--- src/rtl/discounted_regret_matching_update_core_defines.svh ---
// Assertion helpers shared by the core.
`ifndef DISCOUNTED_REGRET_MATCHING_UPDATE_CORE_DEFINES_SVH
`define DISCOUNTED_REGRET_MATCHING_UPDATE_CORE_DEFINES_SVH

// same-cycle implication, checked on clk, off during rst
`define DRMU_ASSERT_NOW(label, ante, cons) \
  label: assert property (@(posedge clk) disable iff (rst) (ante) |-> (cons)) \
    else $error("drmu check failed");

// next-cycle implication
`define DRMU_ASSERT_NEXT(label, ante, cons) \
  label: assert property (@(posedge clk) disable iff (rst) (ante) |=> (cons)) \
    else $error("drmu check failed");

`endif

--- src/rtl/drmu_pkg.sv ---
package drmu_pkg;

  localparam int HAND_W      = 11;
  localparam int REGRET_W    = 32;
  localparam int CUM_W       = 32;
  localparam int PROB_W      = 17;
  localparam int WEIGHT_W    = 16;
  localparam int COUNT_W     = 4;
  localparam int FIELD_LANES = 8;
  localparam int SUM_W       = 35;
  localparam int REM_W       = SUM_W + 1;
  localparam int CFG_IDX_W   = 3;

  // pipeline depth after the input stage
  localparam int FRONT_STAGES = 4;
  localparam int SUM_STAGES   = 2;
  localparam int DIV_STEPS    = PROB_W;
  localparam int FIN_STAGES   = 2;
  localparam int NSTG = FRONT_STAGES + SUM_STAGES + DIV_STEPS + FIN_STAGES;

  typedef enum logic [1:0] {
    REQ_UPDATE  = 2'd0,
    REQ_CURRENT = 2'd1,
    REQ_AVERAGE = 2'd2,
    REQ_UNKNOWN = 2'd3
  } req_t;

  localparam logic [CFG_IDX_W-1:0] CFG_ACTION_COUNT    = 3'd0;
  localparam logic [CFG_IDX_W-1:0] CFG_POSITIVE_WEIGHT = 3'd1;
  localparam logic [CFG_IDX_W-1:0] CFG_NEGATIVE_WEIGHT = 3'd2;
  localparam logic [CFG_IDX_W-1:0] CFG_AVERAGE_WEIGHT  = 3'd3;
  localparam logic [CFG_IDX_W-1:0] CFG_AVERAGE_DECAY   = 3'd4;

  typedef struct packed {
    logic [WEIGHT_W-1:0] pos_w;
    logic [WEIGHT_W-1:0] neg_w;
    logic [WEIGHT_W-1:0] avg_w;
    logic [WEIGHT_W-1:0] avg_decay;
  } wt_t;

  // floor(65536 / n) for n = 1..8
  function automatic logic [PROB_W-1:0] uniform_prob(input logic [COUNT_W-1:0] n);
    logic [PROB_W-1:0] p;
    unique case (n)
      4'd1:    p = 17'd65536;
      4'd2:    p = 17'd32768;
      4'd3:    p = 17'd21845;
      4'd4:    p = 17'd16384;
      4'd5:    p = 17'd13107;
      4'd6:    p = 17'd10922;
      4'd7:    p = 17'd9362;
      4'd8:    p = 17'd8192;
      default: p = 17'd0;
    endcase
    return p;
  endfunction

endpackage

--- src/rtl/drmu_sum.sv ---
module drmu_sum
  import drmu_pkg::*;
#(
  parameter int LANES = 8
) (
  input  logic             clk,
  input  logic             adv,
  input  logic [CUM_W-1:0] val [LANES],
  output logic [SUM_W-1:0] sum
);

  localparam int NP = (LANES + 1) / 2;

  logic [CUM_W:0]   pair_d [NP];
  logic [CUM_W:0]   pair_q [NP];
  logic [SUM_W-1:0] total;

  always_comb begin
    for (int i = 0; i < NP; i++) begin
      if (2 * i + 1 < LANES) begin
        pair_d[i] = {1'b0, val[2*i]} + {1'b0, val[2*i+1]};
      end else begin
        pair_d[i] = {1'b0, val[2*i]};
      end
    end
  end

  always_comb begin
    total = '0;
    for (int i = 0; i < NP; i++) begin
      total = total + SUM_W'(pair_q[i]);
    end
  end

  always_ff @(posedge clk) begin
    if (adv) begin
      pair_q <= pair_d;
      sum    <= total;
    end
  end

endmodule

--- config.mk ---
export PLATFORM = sky130hd
export DESIGN_NAME = drmu_sum
export DESIGN_NICKNAME = d
export VERILOG_FILES = /design/src/rtl/discounted_regret_matching_update_core_defines.svh /design/src/rtl/drmu_pkg.sv /design/src/rtl/drmu_sum.sv
export SDC_FILE = /design/constraint.sdc
export NUM_CORES = 1
export LEC_CHECK = 0
export BUFFER_PORTS_ARGS = -buffer_cell sky130_fd_sc_hd__buf_2
export CAP_MARGIN = 10
export CORE_UTILIZATION = 57
export DETAILED_ROUTE_END_ITERATION = 6
export PLACE_DENSITY = 0.82
export SETUP_SLACK_MARGIN = 0.15
export SLEW_MARGIN = 10
export SYNTH_ARGS = -nofsm -noshare
export SYNTH_HDL_FRONTEND = slang
export SYNTH_SLANG_ARGS = --single-unit
--- constraint.sdc ---
create_clock -name clk -period 5.2 [get_ports clk]
set_input_delay 0.52 -clock clk [delete_from_list [all_inputs] [get_ports clk]]
set_output_delay 0.52 -clock clk [all_outputs]
set_load 0.005 [all_outputs]
Word-level counts from Yosys, hierarchy flattened
Cells that the tools add are included.
W data, S select, Z words.
Word-level totals
  bits of input ports: 258
  memory bits (writable): 0
  logic and storage cells: 12
  bits in read-only memories: 0
  output and inout bits: 35
  memories: 0
  latch bits: 0
  bits in registers: 167
Cells by class
  eq/ne operators: 0
  mux-type cells: 0
  shift-type cells: 0
  bitwise operators: 0
  add/subtract/negate cells: 7
  div/mod/pow operators: 0
  multipliers: 0
  $lt $le $gt $ge: 0
  reduce and logical (&&, ||, !) cells: 0
Operators with widths (number)
  $add A32 B32 Y33: 4
  $add A34 B33 Y35: 1
  $add A35 B33 Y35: 1
  $add A33 B33 Y34: 1

Logic depth before layout (Yosys ltp)
  depth after elaboration: 3
  depth in mapped cells: 16

Worst setup path after synthesis
OpenSTA, ideal clock, no wires.
  path type: register -> register
  start point: reg pair_q[1] in the netlist's numbering
  end point: reg sum[33] (data pin)
  period minus slack after synthesis: 3894 ps
  required time: 4926 ps
  path slack: 1306 ps
  data arrival time: 3621 ps
  stages on the path, launching flop included: 17
  path buffers: 0
  cells stage by stage: edfxtp_1 inv_1 fa_1 fa_1 inv_1 ha_1 inv_1 fa_1 nor2b_1 o21ai_1 a21oi_1 o41a_1 a31oi_1 a21oi_1 a41oi_1 o41ai_1 xor2_1
On the way
  longest elaborated chain between the ends: 1
RTL lines
  from (decl): RTL line drmu_sum.sv:15  | logic [CUM_W:0] pair_q [NP];
  from (signal assigned): RTL line drmu_sum.sv:37  | pair_q <= pair_d;
  $add A35 B33 Y35: RTL line drmu_sum.sv:31  | total = total + SUM_W'(pair_q[i]);
  net total[33]: RTL line drmu_sum.sv:16  | logic [SUM_W-1:0] total;
  to (signal assigned): RTL line drmu_sum.sv:38  | sum <= total;
  to (decl): RTL line drmu_sum.sv:9  | output logic [SUM_W-1:0] sum
The timed path passes the listed nets, and every way through them passes these cells.
A chain may end at the register's enable or synchronous reset.

Worst setup path after layout
Ends and elaborated chain as after synthesis.

==> metrics.md <==
| Metric | Value |
|---|---|
| # DRC | `0` |
| Overflow after GRT | `0` |
| Iteration-0 DRC Markers | `approximately 800` |
| Row count | `a little under 60` |
| Post-Place Cells | `2088` |
| Ys Warns | `0` |
| Sequential-to-total area share from yosys stat | `0.341` |
| Sw frac | `0.413` |
| Clk buf depth | `2` |
| Vias | `12200` |
| Sequential Power Share | `0.273` |
| Setup ws final | `801 ps` |
| Clock Sink Count | `around 170` |
| Post-Place Worst Slack | `roughly 840 ps` |
| Die Height | `~160 um` |
| Met3 Wirelength | `2710 um` |
| DP Wirelength | `31100 um` |
| Vias in the first global route | `11800` |
| RSZ-0062 raised after global routing | `false` |
| Final hold viol count | `0` |
| Ports | `293` |
| H-tree levels | `4` |
| Clock Pin Slew Worst Setup and Hold Paths | `80 ps` |
| CP endpoint kind | `flip-flop` |
| Met1 WL | `~17000 um` |
| Pin count of the biggest net entering global routing | `100` |
| Post-CTS setup buffer count | `0` |
| Syn Inst Count | `~1500` |
| Nets | `2267` |
| Setup TNS | `0 ps` |
| Hold Path Class | `input pin to flip-flop` |
| Syn Area/Cell | `9.97 um2` |
| Max_cap viols | `0` |
| Critical path required time | `5380 ps` |
| RePlAce Congestion | `around 0.96` |
| Fin area | `17100 um2` |
| Post-synth EDFFs | `167` |
| Yosys cell types | `66` |
| Met2 wire length | `16700 um` |
| Synth Area in XOR/XNOR | `0.0799` |
| Clk pwr share | `0.150` |
| Commonest non-fill, non-tap cells in the layout | `291 x buf_2, 229 x inv_1, 167 x edfxtp_1` |
| CTS tree | `built` |
| Share of power burned in combinational logic | `0.577` |
| Synthesized Nets | `approximately 2000` |
| Layout cell share with drive strength beyond 1 | `0.190` |
| Port-buffer cells | `292` |
| Synth Area in Compound Gates | `0.185` |
| Mux contribution to synthesized area | `0.00204` |
| Crit path DAT | `approximately 4600 ps` |
| Final wirelength | `37300 um` |
| CP Class | `flip-flop to flip-flop` |
| Max Fanout on Critical Path | `4` |
| Area fraction of the dominant cell type after synthesis | `0.341` |
| Post-CTS Hold Fix Bufs | `0` |
| Worst skew pair latency | `~440 ps` |
| GRT Resource Usage Total | `0.290` |
| Root Driver | `clkbuf_16` |
| CTS buffer count | `17` |
| Worst setup SP type | `flip-flop` |
| Post-Syn Area | `14700 um2` |
| Relative slew margins | `0.375` |
| Reg area | `5010 um2` |
| Worst VDD drop | `0.000388 V` |
| Synth Area in Simple Gates | `0.0975` |
| Maximum clock frequency | `between 0.2 and 0.25 GHz` |
| Die Span X | `163 um` |
| #FFs+latches synth | `between 150 and 200` |
| Non-filler instance count after layout | `between 2000 and 2500` |
| Power Density | `471 nW/um2` |
| Post-route ant nets | `0` |
| Cell taking the most area after synthesis | `edfxtp_1` |
| Most common cell after layout, fill and taps aside | `buf_2` |
| Worst Tran Pin Value | `915 ps` |
| Post-synthesis adder-cell area fraction | `0.233` |
| Status | `complete, no violations` |
| Synth area leaders | `edfxtp_1 34%, ha_1 14%, fa_1 9.5%` |
| Area after DPL | `16600 um2` |
| Min Tclk post-route | `4400 ps` |
| Fin. max-slew vios | `0` |
| Tcrit/Tclk final | `0.846` |
| Top sig layer | `met4` |
| Top FF cell, synth | `edfxtp_1` |
| Pint | `roughly 4.7 mW` |
| Hold slack | `412 ps` |
| Global-route wire length before repair | `58900 um` |
| Ys async rst share | `0` |
| Die area | `approximately 26000 um2` |
| Multi-input logic area | `8780 um2` |
| Starting Density | `0.582` |
| Post-layout util | `0.678` |
| Antenna violations before repair | `3` |
| Max Clock Skew | `between 10 and 15 ps` |
| Via density | `5.75` |
| Per-cell routed wire length | `roughly 18 um` |
| Core area | `25300 um2` |
| Largest family of logic cells by synthesized area | `adder cells` |
| Area delta synth->final | `16.5%` |
| # fillers | `1960` |
| Leak | `~8.2 nW` |
| Post-CTS resize count | `0` |
| Power consumption | `8.06 mW` |
| First-pass DRT Iterations | `5` |
| NetSw | `3.33 mW` |
| Setup Viol. Count Final | `0` |
==> cells in the mapped netlist (all sizes together) (18+ instances only) <==
| master | number |
|---|---|
| nor3 | 20 |
| xor2 | 44 |
| a21o | 78 |
| a211oi | 18 |
| nor2 | 85 |
| nand2 | 74 |
| a21oi | 114 |
| nand3 | 28 |
| xnor2 | 90 |
| ha | 162 |
| fa | 70 |
| o21ai | 61 |
| inv | 229 |
| edfxtp | 167 |
| o21a | 21 |
==> power groups by stage <==
stage	Combinational (mW)	Clock (mW)	Sequential (mW)
after floorplan	3.31	0	2.21
after global placement	4.39	0	2.22
after detailed placement	4.51	0	2.23
after CTS	4.58	1.21	2.21
after global routing	5.17	1.27	2.23
final	4.65	1.21	2.20
==> worst max-delay path: stages (launching register included) <==
cell and delay [ps]:
edfxtp_1 320, inv_1 50, fa_1 550, fa_1 420, inv_1 70, ha_1 190, inv_1 80, fa_1 460
nor2b_1 130, o21ai_1 80, a21oi_1 220, o41a_1 280, a31oi_1 150, a21oi_1 380, a41oi_1 230, o41ai_1 410
xor2_1 110
==> area by class of cell <==
class / instances / area share
Multi-Input combinational cell: 1067 / 0.513
Sequential cell: 167 / 0.293
Antenna cell: 2 / 0.000292
Inverter: 229 / 0.0502
Timing Repair Buffer: 295 / 0.0870
Clock buffer: 18 / 0.0251
Clock inverter: 14 / 0.00731
Tap cell: 330 / 0.0241
==> registers in the layout, indices dropped and copies added, names as in the netlist <==
name,flops
pair_q,132
sum,35
==> routing by layer <==
| metal | track usage | up-vias |
|---|---|---|
| li1 | - | 5853 |
| met1 | 0.420 | 5734 |
| met2 | 0.452 | 538 |
| met3 | 0.0331 | 71 |
| met4 | 0.105 | 0 |
| met5 | 0 | - |
==> final timing paths <==
check / startpoint / endpoint / slack (ps) / cells past startpoint
max: pair_q[1] / sum[33] / 800 / 16
min reg2reg: pair_q[99] / sum[0] / 640 / 1
max reg2reg: pair_q[1] / sum[33] / 800 / 16
min: val[224] / pair_q[99] / 410 / 2
==> logic make-up (layout without fill, tap and decap cells) <==
family | count (synthesis) | count (layout)
AOI/OAI and AO/OA | 401 | 401
xor gates and xnor gates | 134 | 134
adders and majority gates | 232 | 232
buffers and inverters | 240 | 556
DFF | 167 | 167
muxes | 3 | 3
other | 0 | 2
and+or+nand+nor | 297 | 297
Note: power is estimated with default switching activity, not from simulation.
