<file path="src/rtl/discounted_regret_matching_update_core_defines.svh">
// Assertion helpers shared by the core.
`ifndef DISCOUNTED_REGRET_MATCHING_UPDATE_CORE_DEFINES_SVH
`define DISCOUNTED_REGRET_MATCHING_UPDATE_CORE_DEFINES_SVH

// same-cycle implication, checked on clk, off during rst
`define DRMU_ASSERT_NOW(label, ante, cons) \
  label: assert property (@(posedge clk) disable iff (rst) (ante) |-> (cons)) \
    else $error("drmu check failed");

// next-cycle implication
`define DRMU_ASSERT_NEXT(label, ante, cons) \
  label: assert property (@(posedge clk) disable iff (rst) (ante) |=> (cons)) \
    else $error("drmu check failed");

`endif

</file>
<file path="src/rtl/drmu_pkg.sv">
package drmu_pkg;

  localparam int HAND_W      = 11;
  localparam int REGRET_W    = 32;
  localparam int CUM_W       = 32;
  localparam int PROB_W      = 17;
  localparam int WEIGHT_W    = 16;
  localparam int COUNT_W     = 4;
  localparam int FIELD_LANES = 8;
  localparam int SUM_W       = 35;
  localparam int REM_W       = SUM_W + 1;
  localparam int CFG_IDX_W   = 3;

  // pipeline depth after the input stage
  localparam int FRONT_STAGES = 4;
  localparam int SUM_STAGES   = 2;
  localparam int DIV_STEPS    = PROB_W;
  localparam int FIN_STAGES   = 2;
  localparam int NSTG = FRONT_STAGES + SUM_STAGES + DIV_STEPS + FIN_STAGES;

  typedef enum logic [1:0] {
    REQ_UPDATE  = 2'd0,
    REQ_CURRENT = 2'd1,
    REQ_AVERAGE = 2'd2,
    REQ_UNKNOWN = 2'd3
  } req_t;

  localparam logic [CFG_IDX_W-1:0] CFG_ACTION_COUNT    = 3'd0;
  localparam logic [CFG_IDX_W-1:0] CFG_POSITIVE_WEIGHT = 3'd1;
  localparam logic [CFG_IDX_W-1:0] CFG_NEGATIVE_WEIGHT = 3'd2;
  localparam logic [CFG_IDX_W-1:0] CFG_AVERAGE_WEIGHT  = 3'd3;
  localparam logic [CFG_IDX_W-1:0] CFG_AVERAGE_DECAY   = 3'd4;

  typedef struct packed {
    logic [WEIGHT_W-1:0] pos_w;
    logic [WEIGHT_W-1:0] neg_w;
    logic [WEIGHT_W-1:0] avg_w;
    logic [WEIGHT_W-1:0] avg_decay;
  } wt_t;

  // floor(65536 / n) for n = 1..8
  function automatic logic [PROB_W-1:0] uniform_prob(input logic [COUNT_W-1:0] n);
    logic [PROB_W-1:0] p;
    unique case (n)
      4'd1:    p = 17'd65536;
      4'd2:    p = 17'd32768;
      4'd3:    p = 17'd21845;
      4'd4:    p = 17'd16384;
      4'd5:    p = 17'd13107;
      4'd6:    p = 17'd10922;
      4'd7:    p = 17'd9362;
      4'd8:    p = 17'd8192;
      default: p = 17'd0;
    endcase
    return p;
  endfunction

endpackage

</file>
<file path="src/rtl/drmu_lane_front.sv">
module drmu_lane_front
  import drmu_pkg::*;
(
  input  logic                       clk,
  input  logic                       adv,
  input  logic signed [REGRET_W-1:0] regret_in,
  input  logic signed [REGRET_W-1:0] old_reg,
  input  logic [CUM_W-1:0]           old_cum,
  input  wt_t                        wt,
  input  req_t                       req3,
  input  logic                       lane_on,
  output logic [CUM_W-1:0]           val4,
  output logic signed [REGRET_W-1:0] newr4,
  output logic [CUM_W-1:0]           cdsh4
);

  logic signed [REGRET_W-1:0] r1_rg;
  logic signed [REGRET_W:0]   acc;
  logic signed [REGRET_W-1:0] sat;

  logic signed [REGRET_W-1:0] s2, old2;
  logic [CUM_W-1:0]           cum2;
  logic [WEIGHT_W-1:0]        w;
  logic signed [48:0]         prod;
  logic [47:0]                cd;

  logic signed [48:0]         prod3;
  logic signed [REGRET_W-1:0] old3;
  logic [CUM_W-1:0]           cum3, cdsh3;
  logic signed [REGRET_W-1:0] newr;
  logic [CUM_W-1:0]           val;

  always_comb begin
    acc = $signed({old_reg[REGRET_W-1], old_reg}) + $signed({r1_rg[REGRET_W-1], r1_rg});
    if (acc[REGRET_W] != acc[REGRET_W-1]) begin
      sat = acc[REGRET_W] ? {1'b1, {(REGRET_W-1){1'b0}}} : {1'b0, {(REGRET_W-1){1'b1}}};
    end else begin
      sat = acc[REGRET_W-1:0];
    end
  end

  always_comb begin
    w    = (s2 > 0) ? wt.pos_w : wt.neg_w;
    prod = 49'(s2) * 49'($signed({1'b0, w}));
    cd   = 48'(cum2) * 48'(wt.avg_decay);
  end

  // arithmetic shift of the product is the floor of the Q0.16 scaling
  always_comb begin
    newr = prod3[47:16];
    val  = '0;
    if (lane_on) begin
      unique case (req3)
        REQ_UPDATE:  val = newr[REGRET_W-1] ? '0 : CUM_W'(newr);
        REQ_CURRENT: val = old3[REGRET_W-1] ? '0 : CUM_W'(old3);
        REQ_AVERAGE: val = cum3;
        REQ_UNKNOWN: val = '0;
      endcase
    end
  end

  always_ff @(posedge clk) begin
    if (adv) begin
      r1_rg <= regret_in;
      s2    <= sat;
      old2  <= old_reg;
      cum2  <= old_cum;
      prod3 <= prod;
      old3  <= old2;
      cum3  <= cum2;
      cdsh3 <= cd[47:16];
      val4  <= val;
      newr4 <= newr;
      cdsh4 <= cdsh3;
    end
  end

endmodule

</file>
<file path="config.mk">
export PLATFORM = sky130hd
export DESIGN_NAME = drmu_lane_front
export DESIGN_NICKNAME = d
export VERILOG_FILES = /design/src/rtl/discounted_regret_matching_update_core_defines.svh /design/src/rtl/drmu_pkg.sv /design/src/rtl/drmu_lane_front.sv
export SDC_FILE = /design/constraint.sdc
export NUM_CORES = 2
export LEC_CHECK = 0
export ABC_AREA = 1
export BUFFER_PORTS_ARGS = -buffer_cell sky130_fd_sc_hd__clkbuf_2
export CAP_MARGIN = 20
export CORE_ASPECT_RATIO = 1.4
export CORE_UTILIZATION = 60
export CTS_BUF_LIST = sky130_fd_sc_hd__clkbuf_4 sky130_fd_sc_hd__clkbuf_8
export CTS_CLUSTER_DIAMETER = 150
export DETAILED_ROUTE_END_ITERATION = 16
export GPL_ROUTABILITY_DRIVEN = 0
export PLACE_DENSITY = 0.87
export SLEW_MARGIN = 25
export SYNTH_ARGS = -nofsm -noshare
export SYNTH_HDL_FRONTEND = slang
export SYNTH_SLANG_ARGS = --single-unit
export TNS_END_PERCENT = 1
</file>
<file path="constraint.sdc">
create_clock -name clk -period 9.29 [get_ports clk]
set_input_delay 0.929 -clock clk [delete_from_list [all_inputs] [get_ports clk]]
set_output_delay 0.929 -clock clk [all_outputs]
set_load 0.02 [all_outputs]
</file>
* Word-level counts from Yosys, hierarchy flattened
Index checks and enable logic that the tools add are counted.
Word-level totals: memories 0, memory bits (read-only) 0, latch bits 0, flip-flop bits (word level) 368, memory bits (writable) 0
Cells by class: bitwise logic cells 0, div/mod/pow operators 0, mux-type cells 6, add/subtract/negate cells 1, shift operators 0, reduce and logical (&&, ||, !) cells 1, order comparisons 1, multipliers 2, equality and inequality tests 4
Operators with widths (number):
- $pmux W32 S4 | 1
- $mux W32 | 2
- $mux W31 | 2
- $mul A32 B16 Y48 | 1
- $mul A32 B17 Y48 | 1
- $add A32 B32 Y33 | 1
- $gt A32 B1 Y1 const B | 1
- $mux W16 | 1
- $eq A2 B2 Y1 const B | 2
- $eq A2 B1 Y1 const B | 1
- $logic_not A2 Y1 | 1
- $ne A1 B1 Y1 | 1

* Depth between registers and ports, before layout
word-level depth 3, gate-level depth with buffers 37, depth with buffers taken out 33

* Worst setup path before layout
No wires, ideal clock.
path kind reg-to-reg, start point register s2[4], end point register prod3[40] (data pin), buffers on the path 3, setup time 0.253 ns, stages on the path, launching flop included 30, data arrival time 6.213 ns, setup slack 2.824 ns, path through edfxtp_1 -> buf_2 -> nor4_1 -> nand2_1 -> nor2_1 -> nand2_1 -> nand2_2 -> buf_6 -> nand2_1 -> o21ai_2 -> inv_2 -> buf_2 -> nand2_1 -> fa_1 -> fa_1 -> inv_1 -> fa_1 -> fa_1 -> fa_1 -> inv_1 -> fa_1 -> inv_1 -> ha_1 -> a21oi_1 -> o21ai_0 -> a21oi_1 -> a21boi_0 -> nand3_1 -> nand2_1 -> nand2_1
On the way: cells in the longest elaborated chain, start to end 3
Ends and longest elaborated chain:
- start: declaration | RTL line drmu_lane_front.sv:21 | logic signed [REGRET_W-1:0] s2, old2;
- start signal: assignment | RTL line drmu_lane_front.sv:65 | s2 <= sat;
- $gt A32 B1 Y1 | RTL line drmu_lane_front.sv:43 | w = (s2 > 0) ? wt.pos_w : wt.neg_w;
- $mux W16 | RTL line drmu_lane_front.sv:43
- $mul A32 B17 Y48 (*) | RTL line drmu_lane_front.sv:44 | prod = 49'(s2) * 49'($signed({1'b0, w}));
- net prod[40] | RTL line drmu_lane_front.sv:24 | logic signed [48:0] prod;
- end signal: assignment | RTL line drmu_lane_front.sv:68 | prod3 <= prod;
- end: declaration | RTL line drmu_lane_front.sv:27 | logic signed [48:0] prod3;
The timed path passes the listed nets; every way through them passes the cells marked *. A chain may end at the register's enable or synchronous reset.

* Worst setup path after layout
start point register s2[20], end point register prod3[40] (data pin)
Same word-level chain as after synthesis.

==> impl_metrics.py <==
metrics = {
    "outcome": {
        "status": "finished clean",
    },
    "clock_network": {
        "cts_resized": 0,
        "hold_buffers": 0,
        "worst_setup_hold_path_clk_slew_ns": 0.07,
        "clk_latency_ns": 0.73,
        "tritoncts_clock_tree": "yes",
        "htree_levels": 2,
        "numClockSinks": 352,
        "tritoncts.num_buffers": 56,
        "cts_root_buffer": "clkbuf_8",
        "cts_setup_buffers": 0,
        "cts_max_path_buffers": 3,
    },
    "yosys": {
        "synth_enable_flop_cells": 352,
        "synth_most_common_cell": "nand2_1",
        "ys_seq_elements": 352,
        "netlist_top_cells_area": "fa_1 37%, edfxtp_1 21%, nand2_1 11%, inv_1 11%, ha_1 6.6%",
        "postSynthAreaPerCell_um2": 8.55,
        "synth-main-ff-cell": "edfxtp_1",
        "synthTopCellsByCount": "1499 x nand2_1, 1422 x inv_1, 900 x fa_1",
        "synth.yosys.seq_area_share_pct": 21.4,
        "post-synth-top-area-fraction_pct": 36.5,
        "syn-num-nets": 7092,
        "synthesis.area_mm2": 0.0493,
        "synthArstFlopShare_pct": 0,
        "yosys_warnings": 0,
        "yosysUniqueCellTypes": 37,
        "synth.largest_area_cell": "fa_1",
        "cells_after_synthesis": 5766,
    },
    "timing": {
        "report.final.hold_viol_count": 0,
        "final.setup_skew_ns": 0.0576,
        "maxSlewHeadroom_pct": 26.0,
        "timing.fmax_ghz": 0.113,
        "layout_worst_path_cycle_share_pct": 95.1,
        "rsz_0062_raised_after_global_routing": "no",
        "fin_crit_ns": 8.83,
        "final_max_slew_viol_count": 0,
        "worst-slew-pin-transition_ns": 1.11,
        "fin_setup_tns_ns": 0,
        "finalSetupViolations": 0,
    },
    "die": {
        "die_width_um": 244,
        "die_y_um": 341,
        "placement_rows": 124,
        "initial_utilization_pct": 60.5,
        "ioPinCount": 261,
        "area_of_the_die_mm2": 0.0833,
        "design.core.area_mm2": 0.0815,
    },
    "detailed_routing": {
        "met2_length_um": 72500,
        "detail_route.wirelength_um": 152000,
        "initialDrtViolationCount": 4664,
        "met3_wirelength_um": 18900,
        "highest_routed_layer": "met5",
        "wl_per_cell_um": 21.6,
        "drt-vias-per-instance": 5.84,
        "post-route-drc-count": 0,
        "routed_length_on_met1_um": 44400,
        "vias": 41020,
        "drtAntennaViolNets": 0,
        "detail_route.first_pass.iterations": 8,
    },
    "flow_run": {
        "max_cap_violations": 0,
    },
    "grt": {
        "grt-ovfl-total": 0,
        "grt_pass1_vias": 44377,
        "total_grt_usage_pct": 37.9,
        "number_of_antenna_violations_at_the_first_check_in_global_routing": 15,
        "maximum_number_of_pins_on_one_net_before_global_route_repair": 160,
        "grt_pass1_wl_um": 237000,
    },
    "setup_path": {
        "critPathCaptureType": "flop",
        "worstPathMaxFanout": 24,
        "arrival_time_at_the_worst_endpoint_ns": 9.31,
        "worst-r2r-setup-slack_ns": 0.46,
        "critical_path_data_required_time_ns": 9.77,
        "critPathLaunchType": "flop",
        "criticalPathCategory": "reg -> reg",
    },
    "cells_and_area": {
        "nNetsFinal": 7232,
        "post_layout_nonfiller_instances": 7029,
        "postLayoutCoreUtil_pct": 64.5,
        "area.growth.synth_to_final_pct": 6.60,
        "layout-drive-gt1-share_pct": 7.09,
        "layout.filler_cells": 6160,
    },
    "worst_hold_path": {
        "hold_class": "in -> reg",
    },
    "place": {
        "dp_hpwl_um": 119000,
        "buffer_ports.inserted": 244,
        "placedCellCount": 6919,
    },
}
-- cells in the final DEF (no fill, tap or decap), types with 48 or more instances in the layout --
cell type  count
edfxtp_1     352
clkbuf_8      57
ha_1         261
buf_4         48
inv_1       1420
nand3_1      225
clkbuf_2     243
fa_1         900
nand2_1     1499
a21oi_1      151
nor2_1       437
o21ai_0       78
-- kinds of logic (layout without fill, tap and decap cells) --
logic type | Yosys count | after routing | synth area share [%]
simple gates | 2255 | 2255 | 18.2
buf+inv | 1655 | 1838 | 13.0
fa+ha+maj | 1161 | 1161 | 43.2
flops | 352 | 352 | 21.4
compound gates | 288 | 288 | 3.24
xor+xnor | 55 | 55 | 0.977
other cells | 0 | 9 | 0
-- state kept, by name, indices dropped and copies added (netlist names) --
name / flops
old3: 32
cdsh4: 32
newr4: 32
cdsh3: 32
r1_rg: 32
cum3: 32
old2: 32
val4: 32
cum2: 32
s2: 32
prod3: 32
-- final cells by class --
class	instances	area, um2	share of cell area, %
Antenna cell	9	22.5	0.0429
Multi-Input combinational cell	3759	32300	61.5
Timing Repair Buffer	295	1640	3.13
Clock buffer	66	852	1.62
Tap cell	1071	1340	2.55
Clock inverter	35	387	0.736
Sequential cell	352	10600	20.1
Inverter	1442	5410	10.3
-- worst max-delay path, cell delays in order, from the launching register on --
cell      delay, ns
edfxtp_1       0.69
inv_1          0.29
nand4_1        0.19
nor3_1         0.44
nand2_1        0.18
nand2_2        0.48
o21ai_2        0.17
nor2_1         0.52
inv_1          0.24
fa_1           0.80
fa_1           0.46
inv_1          0.32
fa_1           0.52
fa_1           0.51
fa_1           0.54
inv_1          0.07
fa_1           0.49
inv_1          0.05
ha_1           0.39
nand2_1        0.13
nor2_1         0.25
nand2_1        0.25
nor2_1         0.24
nand3_1        0.18
nand4_1        0.13
nand2_1        0.06
-- worst paths after layout --
path,from,endpoint,cells after the start
hold reg to reg,old2[8]$_DFFE_PP_,old3[8]$_DFFE_PP_,0
hold / removal,old_cum[6],cum2[6]$_DFFE_PP_,1
setup / recovery,s2[20]$_DFFE_PP_,prod3[40]$_DFFE_PP_,25
setup reg to reg,s2[20]$_DFFE_PP_,prod3[40]$_DFFE_PP_,25
-- routing by layer --
metal,vias to the layer above,GRT usage [%]
li1,17313,-
met1,19532,38.7
met2,3033,63.0
met3,1126,11.7
met4,16,32.9
met5,-,0
-- per-stage QoR --
step	setup WS (ns)	cell area, um2	hold slack, ns
5_1_grt	0.142	52500	0.380
4_1_cts	0.935	52500	0.352
2_1_floorplan	2.82	49300	0.400
3_3_place_gp	1.17	51300	0.401
3_5_place_dp	0.951	51300	0.405
6_report	0.458	52600	0.401
Power is not shown: default switching activity piles up to over one toggle a cycle in this logic, so the estimate is an artifact.
