`src/rtl/discounted_regret_matching_update_core_defines.svh`:
```
// Assertion helpers shared by the core.
`ifndef DISCOUNTED_REGRET_MATCHING_UPDATE_CORE_DEFINES_SVH
`define DISCOUNTED_REGRET_MATCHING_UPDATE_CORE_DEFINES_SVH

// same-cycle implication, checked on clk, off during rst
`define DRMU_ASSERT_NOW(label, ante, cons) \
  label: assert property (@(posedge clk) disable iff (rst) (ante) |-> (cons)) \
    else $error("drmu check failed");

// next-cycle implication
`define DRMU_ASSERT_NEXT(label, ante, cons) \
  label: assert property (@(posedge clk) disable iff (rst) (ante) |=> (cons)) \
    else $error("drmu check failed");

`endif

```
`src/rtl/drmu_pkg.sv`:
```
package drmu_pkg;

  localparam int HAND_W      = 11;
  localparam int REGRET_W    = 32;
  localparam int CUM_W       = 32;
  localparam int PROB_W      = 17;
  localparam int WEIGHT_W    = 16;
  localparam int COUNT_W     = 4;
  localparam int FIELD_LANES = 8;
  localparam int SUM_W       = 35;
  localparam int REM_W       = SUM_W + 1;
  localparam int CFG_IDX_W   = 3;

  // pipeline depth after the input stage
  localparam int FRONT_STAGES = 4;
  localparam int SUM_STAGES   = 2;
  localparam int DIV_STEPS    = PROB_W;
  localparam int FIN_STAGES   = 2;
  localparam int NSTG = FRONT_STAGES + SUM_STAGES + DIV_STEPS + FIN_STAGES;

  typedef enum logic [1:0] {
    REQ_UPDATE  = 2'd0,
    REQ_CURRENT = 2'd1,
    REQ_AVERAGE = 2'd2,
    REQ_UNKNOWN = 2'd3
  } req_t;

  localparam logic [CFG_IDX_W-1:0] CFG_ACTION_COUNT    = 3'd0;
  localparam logic [CFG_IDX_W-1:0] CFG_POSITIVE_WEIGHT = 3'd1;
  localparam logic [CFG_IDX_W-1:0] CFG_NEGATIVE_WEIGHT = 3'd2;
  localparam logic [CFG_IDX_W-1:0] CFG_AVERAGE_WEIGHT  = 3'd3;
  localparam logic [CFG_IDX_W-1:0] CFG_AVERAGE_DECAY   = 3'd4;

  typedef struct packed {
    logic [WEIGHT_W-1:0] pos_w;
    logic [WEIGHT_W-1:0] neg_w;
    logic [WEIGHT_W-1:0] avg_w;
    logic [WEIGHT_W-1:0] avg_decay;
  } wt_t;

  // floor(65536 / n) for n = 1..8
  function automatic logic [PROB_W-1:0] uniform_prob(input logic [COUNT_W-1:0] n);
    logic [PROB_W-1:0] p;
    unique case (n)
      4'd1:    p = 17'd65536;
      4'd2:    p = 17'd32768;
      4'd3:    p = 17'd21845;
      4'd4:    p = 17'd16384;
      4'd5:    p = 17'd13107;
      4'd6:    p = 17'd10922;
      4'd7:    p = 17'd9362;
      4'd8:    p = 17'd8192;
      default: p = 17'd0;
    endcase
    return p;
  endfunction

endpackage

```
`src/rtl/drmu_lane_back.sv`:
```
module drmu_lane_back
  import drmu_pkg::*;
(
  input  logic                       clk,
  input  logic                       adv,
  input  logic [CUM_W-1:0]           val4,
  input  logic signed [REGRET_W-1:0] newr4,
  input  logic [CUM_W-1:0]           cdsh4,
  input  logic [SUM_W-1:0]           sum6,
  input  req_t                       req_fin,
  input  logic                       lane_on,
  input  logic [PROB_W-1:0]          uniform,
  input  logic [WEIGHT_W-1:0]        avg_w,
  output logic [PROB_W-1:0]          prob_out,
  output logic signed [REGRET_W-1:0] newr_out,
  output logic [CUM_W-1:0]           cavg_out
);

  logic [CUM_W-1:0]           val5, val6, cs5, cs6;
  logic signed [REGRET_W-1:0] nr5, nr6;

  logic [REM_W-1:0]           rem [1:DIV_STEPS];
  logic [PROB_W-1:0]          quo [1:DIV_STEPS];
  logic [SUM_W-1:0]           sm  [1:DIV_STEPS];
  logic signed [REGRET_W-1:0] nr  [1:DIV_STEPS];
  logic [CUM_W-1:0]           cs  [1:DIV_STEPS];

  logic [PROB_W-1:0]          p1, p2, prob;
  logic signed [REGRET_W-1:0] nrf1, nrf2;
  logic [CUM_W-1:0]           csf1, csf2;
  logic [32:0]                pa;
  logic [CUM_W:0]             c;

  always_ff @(posedge clk) begin
    if (adv) begin
      val5 <= val4;
      nr5  <= newr4;
      cs5  <= cdsh4;
      val6 <= val5;
      nr6  <= nr5;
      cs6  <= cs5;
    end
  end

  // restoring divider, one quotient bit per stage: first the integer bit,
  // then sixteen fraction bits
  for (genvar k = 0; k < DIV_STEPS; k++) begin : g_div
    logic [REM_W-1:0]           r_in, t;
    logic [PROB_W-1:0]          q_in;
    logic [SUM_W-1:0]           s_in;
    logic signed [REGRET_W-1:0] n_in;
    logic [CUM_W-1:0]           c_in;
    logic                       ge;

    if (k == 0) begin : g_first
      assign r_in = REM_W'(val6);
      assign q_in = '0;
      assign s_in = sum6;
      assign n_in = nr6;
      assign c_in = cs6;
      assign t    = r_in;
    end else begin : g_next
      assign r_in = rem[k];
      assign q_in = quo[k];
      assign s_in = sm[k];
      assign n_in = nr[k];
      assign c_in = cs[k];
      assign t    = {r_in[REM_W-2:0], 1'b0};
    end

    assign ge = (t >= REM_W'(s_in));

    always_ff @(posedge clk) begin
      if (adv) begin
        rem[k+1] <= ge ? t - REM_W'(s_in) : t;
        quo[k+1] <= {q_in[PROB_W-2:0], ge};
        sm[k+1]  <= s_in;
        nr[k+1]  <= n_in;
        cs[k+1]  <= c_in;
      end
    end
  end

  always_comb begin
    if (req_fin == REQ_UNKNOWN || !lane_on) begin
      prob = '0;
    end else if (sm[DIV_STEPS] == '0) begin
      prob = uniform;
    end else begin
      prob = quo[DIV_STEPS];
    end
  end

  always_ff @(posedge clk) begin
    if (adv) begin
      p1   <= prob;
      nrf1 <= nr[DIV_STEPS];
      csf1 <= cs[DIV_STEPS];
      p2   <= p1;
      pa   <= 33'(p1) * 33'(avg_w);
      nrf2 <= nrf1;
      csf2 <= csf1;
    end
  end

  always_comb begin
    c        = {1'b0, csf2} + (CUM_W + 1)'(pa[32:16]);
    cavg_out = c[CUM_W] ? '1 : c[CUM_W-1:0];
  end

  assign prob_out = p2;
  assign newr_out = nrf2;

endmodule

```
`config.mk`:
```
export PLATFORM = sky130hd
export DESIGN_NAME = drmu_lane_back
export DESIGN_NICKNAME = d
export VERILOG_FILES = /design/src/rtl/discounted_regret_matching_update_core_defines.svh /design/src/rtl/drmu_pkg.sv /design/src/rtl/drmu_lane_back.sv
export SDC_FILE = /design/constraint.sdc
export NUM_CORES = 2
export LEC_CHECK = 0
export BUFFER_PORTS_ARGS = -buffer_cell sky130_fd_sc_hd__buf_2
export CORE_ASPECT_RATIO = 1.25
export CORE_UTILIZATION = 46
export CTS_CLUSTER_SIZE = 8
export DETAILED_ROUTE_END_ITERATION = 7
export GPL_TIMING_DRIVEN = 0
export MAX_ROUTING_LAYER = met4
export PLACE_DENSITY = 0.64
export SLEW_MARGIN = 20
export SYNTH_ARGS = -nofsm -noshare
export SYNTH_HDL_FRONTEND = slang
export SYNTH_SLANG_ARGS = --single-unit
```
`constraint.sdc`:
```
create_clock -name clk -period 12.2 [get_ports clk]
set_input_delay 1.22 -clock clk [delete_from_list [all_inputs] [get_ports clk]]
set_output_delay 1.22 -clock clk [all_outputs]
set_load 0.01 [all_outputs]
```
# Yosys cells after proc, flatten, opt, wreduce, memory -nomap -nowiden
# Memory sizes are Yosys's and may differ from the RTL's. A register that Yosys moved wholly into a read port is not among the register bits.
# Cells that the tools add are included.
[classes]
add_sub_neg = 18
n_mul = 1
order_cmp = 17
eq_ne = 1
n_mux = 21
reduce_logical = 3
[op_table]
columns = ["cell", "n"]
rows = [
  ["36-bit two-way mux", 17],
  ["36-bit by 35-bit >= comparator with 1-bit output", 16],
  ["36-bit by 35-bit subtractor with 36-bit output", 16],
  ["32-bit by 35-bit subtractor with 36-bit output", 1],
  ["32-bit by 35-bit >= comparator with 1-bit output", 1],
  ["35-bit logical NOT", 1],
  ["32-bit by 17-bit adder with 33-bit output", 1],
  ["17-bit by 16-bit multiplier with 33-bit output", 1],
  ["32-bit two-way mux", 1],
  ["17-bit two-way mux", 1],
  ["2-bit equality test, second input constant", 1],
  ["1-bit two-way mux", 2],
  ["1-bit logical NOT", 1],
  ["1-bit logical OR", 1],
]
[word_totals]
reg_bits = 323
ramBits = 2584
in_bits = 169
output_inout_bits = 81
n_memories = 5
[memory_table]
columns = ["name", "words", "width", "rd", "rd_ports_with_merged_regs", "wr", "line_no", "text"]
rows = [
  ["rem", 17, 36, 16, 0, 17, "drmu_lane_back.sv:22", "logic [REM_W-1:0] rem [1:DIV_STEPS];"],
  ["sm", 17, 35, 17, 0, 17, "drmu_lane_back.sv:24", "logic [SUM_W-1:0] sm [1:DIV_STEPS];"],
  ["cs", 17, 32, 17, 1, 17, "drmu_lane_back.sv:26", "logic [CUM_W-1:0] cs [1:DIV_STEPS];"],
  ["nr", 17, 32, 17, 1, 17, "drmu_lane_back.sv:25", "logic signed [REGRET_W-1:0] nr [1:DIV_STEPS];"],
  ["quo", 17, 17, 17, 0, 17, "drmu_lane_back.sv:23", "logic [PROB_W-1:0] quo [1:DIV_STEPS];"],
]

# Logic depth before layout (Yosys ltp)
# An unclocked memory read counts as a cell.
[logic_depth]
word_depth = 3
ltp_mapped = 25
ltp_nobuf = 24

# Worst setup path before layout
# Ideal clock, no wire load.
[synth_path]
kind = "input port to flip-flop"
start = "in avg_w[9]"
end = "reg pa[32], data pin"
setup_time_ps = 260
arrival_time_ps = 6710
slack_ps = 5230
cell_stages = 23
path_cell_list = "clkbuf_1 clkbuf_1 nand2_1 fa_1 fa_1 inv_1 fa_1 fa_1 fa_1 inv_1 fa_1 inv_1 ha_1 a21o_1 a21o_1 a21oi_1 o22ai_1 a21o_1 o21a_1 a41o_1 nor4_1 nor3_1 xnor2_1"
[synth_between]
elab_chain_cells = 1
[synth_rtl]
columns = ["item", "line_no", "text"]
rows = [
  ["start: declaration", "drmu_lane_back.sv:13", "input logic [WEIGHT_W-1:0] avg_w,"],
  ["17-bit by 16-bit multiplier with 33-bit output", "drmu_lane_back.sv:100", "pa <= 33'(p1) * 33'(avg_w);"],
  ["end signal: assignment", "drmu_lane_back.sv:100", ""],
  ["end: declaration", "drmu_lane_back.sv:31", "logic [32:0] pa;"],
]
# No other way between the ends.
# A chain may end at the register's enable or synchronous reset.

# Worst setup path in the final report
[layout_path]
start = "reg p1[10]"
end = "reg pa[32], data pin"
[layout_between]
elab_chain_cells = 1
[layout_rtl]
columns = ["item", "line_no", "text"]
rows = [
  ["start: declaration", "drmu_lane_back.sv:28", "logic [PROB_W-1:0] p1, p2, prob;"],
  ["start signal: assignment", "drmu_lane_back.sv:96", "p1 <= prob;"],
  ["17-bit by 16-bit multiplier with 33-bit output", "drmu_lane_back.sv:100", ""],
]
# No other way between the ends.

==> results.toml <==
[power_and_ir_drop]
powerDensity_nw_per_um2 = 241
power.leakage_nw = 57.6
ir_drop_v = 0.000121

[floorplan]
die_h_um = 595
core_sq_um = 280000
placementRows = 217
initial_core_util = 0.463
die_area_sq_um = 284000
die_w_um = 476
io_pins = 250

[hold_path]
worst_hold_path.endpoint = "nr[12][24]"
hp-start = "nr[11][24]"
hold_path.class = "register to register"
hold_depth = 0

[worst_setup_path]
cp_cell_sequence = "clkbuf_1, nand2_1, fa_1, fa_1, fa_1, fa_1, inv_1, fa_1, fa_1, ha_1, and4_1, o2111ai_1, a32oi_1, a21o_1, o21a_1, a41o_1, nor4_1, nor3_1, xnor2_1"
crit_required_ns = 12.81
cp_common_cell = "fa_1"
r2r_start = "p1[10]"
r2r_slack_ns = 4.75
reg2reg_depth = 19
cp_max_fo = 10
cp_slowest_cell = "clkbuf_1"
max_stage_delay_ns = 0.69
worstPathArrival_ns = 8.06
reg2reg_to = "pa[32]"
start_kind = "register"
end_kind = "register"
crit_type = "register to register"

[cts]
cts_hold_buf = 0
cts_max_path_buffers = 4
cts_tree = "done"
postCtsSetupRepairBufs = 0
ctsResizeCount = 0
clock_sinks = 2767
cts_root_buf = "clkbuf_16"
numCtsBuffers = 389
htreeDepth = 5
clk_latency_ns = 0.90
clkTransAtPathRegs_ns = 0.05

[global_route]
grt_usage = 0.201
grt_pass1_vias = 77200
grt_pass1_wl_um = 427000
grt_max_degree = 160
grt_overflow = 0
antenna_found_initial = 6

[route]
via_count = 73200
ant_nets = 0
drt_wl_total_um = 278000
first_pass_iters = 7
drc = 0
drtIter0Drc = 3872
wl_per_cell_um = 20.0
post_drt_via_cell_ratio = 5.26

[layout]
drive_gt1_frac = 0.0994
mostFrequentLayoutCells = "2767 x edfxtp_1, 974 x inv_1, 710 x ha_1"
synthToLayoutAreaGrowth_pct = 13.0
nFillCells = 23100
layout_commonest_cell = "edfxtp_1"
nets = 11200
fin_cells = 13900

[placed_design]
place_worst_setup_slack_ns = 3.90
place_congestion = 1.07
port_buffers = 246
hpwlAfterDp_um = 209000
dp_cells = 13500

[synth]
synth.avg_cell_area_sq_um = 13.7
ys_warn_count = 0
synth_seq_cells = 2767
synth_top_area_frac = 0.642
synthTopCellsByArea = "edfxtp_1 64%, ha_1 6.9%, fa_1 3.5%, inv_1 2.8%, a21oi_1 2.3%"
synth_ff_type = "edfxtp_1"
syn_area_sq_um = 129000
synth_top_area_cell = "edfxtp_1"
yosysSeqAreaShare = 0.642
synth_edf_count = 2767
synth_cell_types = 78
synth_nets = 10600
synth-async-reset-ratio = 0
synthCells = 9472

[sta]
worst_slew_pin_slew_ns = 1.16
slew_violations = 0
finalCritPeriodShare = 0.610
fin_tns_setup_ns = 0
clock.fmax_mhz = 134
setup_viol = 0
post-route-min-period_ns = 7.45
finalHoldViolCount = 0
fin_ws_ns = 4.75
slew_headroom = 0.222
finClkSkew_ns = 0.0655
rsz0062_at_grt = "no"

[run_status]
status = "completed"

[flow_run]
maxCapViolCount = 0
[critical path, delay by kind of cell, from the launching register on]
kind / cells / cell delay [ns]
DFF: 1 / 0.58
AOI/OAI and AO/OA: 5 / 1.70
and+or+nand+nor: 4 / 0.70
buffers and inverters: 2 / 0.74
xor gates and xnor gates: 1 / 0.09
adders and majority gates: 7 / 3.35
[final cells by class]
class                   count  area [sq um]  area share
diodes                     18          45.0    0.000308
inverters                 974          3660      0.0250
multi-input cells        5533         41900       0.287
repair buffers            267          1800      0.0123
clock inverters            28           447     0.00305
plain buffers             198           785     0.00536
flip-flops and latches   2767         83100       0.568
clock buffers             395          9800      0.0670
well taps                3723          4660      0.0319
[cell families after synthesis]
| family | synth area share |
|---|---|
| AO/OA/AOI/OAI | 0.0924 |
| XOR/XNOR | 0.0334 |
| adder cells (fa/ha/maj) | 0.103 |
| buffers and inverters | 0.0343 |
| flip-flops | 0.642 |
| multiplexers | 0.0256 |
| AND/OR/NAND/NOR | 0.0691 |
[metal layers]
layer,vias up,share of wire,track usage
met5,-,0,-
met1,35100,0.34,0.184
met2,1558,0.55,0.381
met3,746,0.031,0.0273
met4,0,0.073,0.133
li1,35800,-,-
[power by group]
group	internal (W)	total, W	switching, W	leakage [nW]
Sequential	0.0126	0.0134	0.000779	27.1
Clock	0.00562	0.00929	0.00367	5.02
Combinational	0.00519	0.0126	0.00739	25.5
Total	0.0234	0.0353	0.0118	57.6
[worst max-delay path by stage]
stage / startpoint / to / slack, ns / depth (start not counted)
final: p1[10] / pa[32] / 4.75 / 19
after global routing: p1[10] / pa[32] / 4.38 / 19
after detailed placement: avg_w[2] / pa[32] / 3.90 / 20
after floorplan: avg_w[9] / pa[32] / 5.23 / 23
after CTS: p1[10] / pa[32] / 4.57 / 19
after global placement: adv / cs[10][1] / -32.67 / 1
[Yosys cell counts (27+ instances only)]
cell and number:
a211oi_1 37, a21o_1 302, a21oi_1 586, a31oi_1 55, and2_1 162, and3_1 42, clkbuf_1 166, edfxtp_1 2767
fa_1 224, ha_1 710, inv_1 974, mux2_2 232, mux2_4 27, mux2i_1 30, nand2_1 693, nand2b_1 92
nand3_1 117, nand4_1 108, nor2_1 377, nor2b_1 82, nor3_1 73, nor4_1 28, o21a_1 75, o21ai_0 535
o21bai_1 64, o31ai_1 42, or3_1 29, xnor2_1 295, xor2_1 199
[per-stage QoR]
step	util	hold slack (ns)	power (W)	area, sq um
detailed placement	0.486	0.405	0.0261	136000
finish	0.523	0.366	0.0353	146000
floorplan	-	0.400	0.0222	129000
global route	0.523	0.349	0.0374	146000
CTS	0.523	0.348	0.0357	146000
global placement	0.484	0.400	0.0267	135000
[state kept, by name (all words and copies together) (netlist names)]
register	count
p1	17
g_div.n_in	32
val6	32
csf2	32
sm	595
nr5	32
nrf1	32
cs	544
quo	153
nr	544
newr_out	32
rem	560
pa	17
csf1	32
prob_out	17
val5	32
cs6	32
cs5	32
Note: power is estimated with default switching activity, not from simulation.
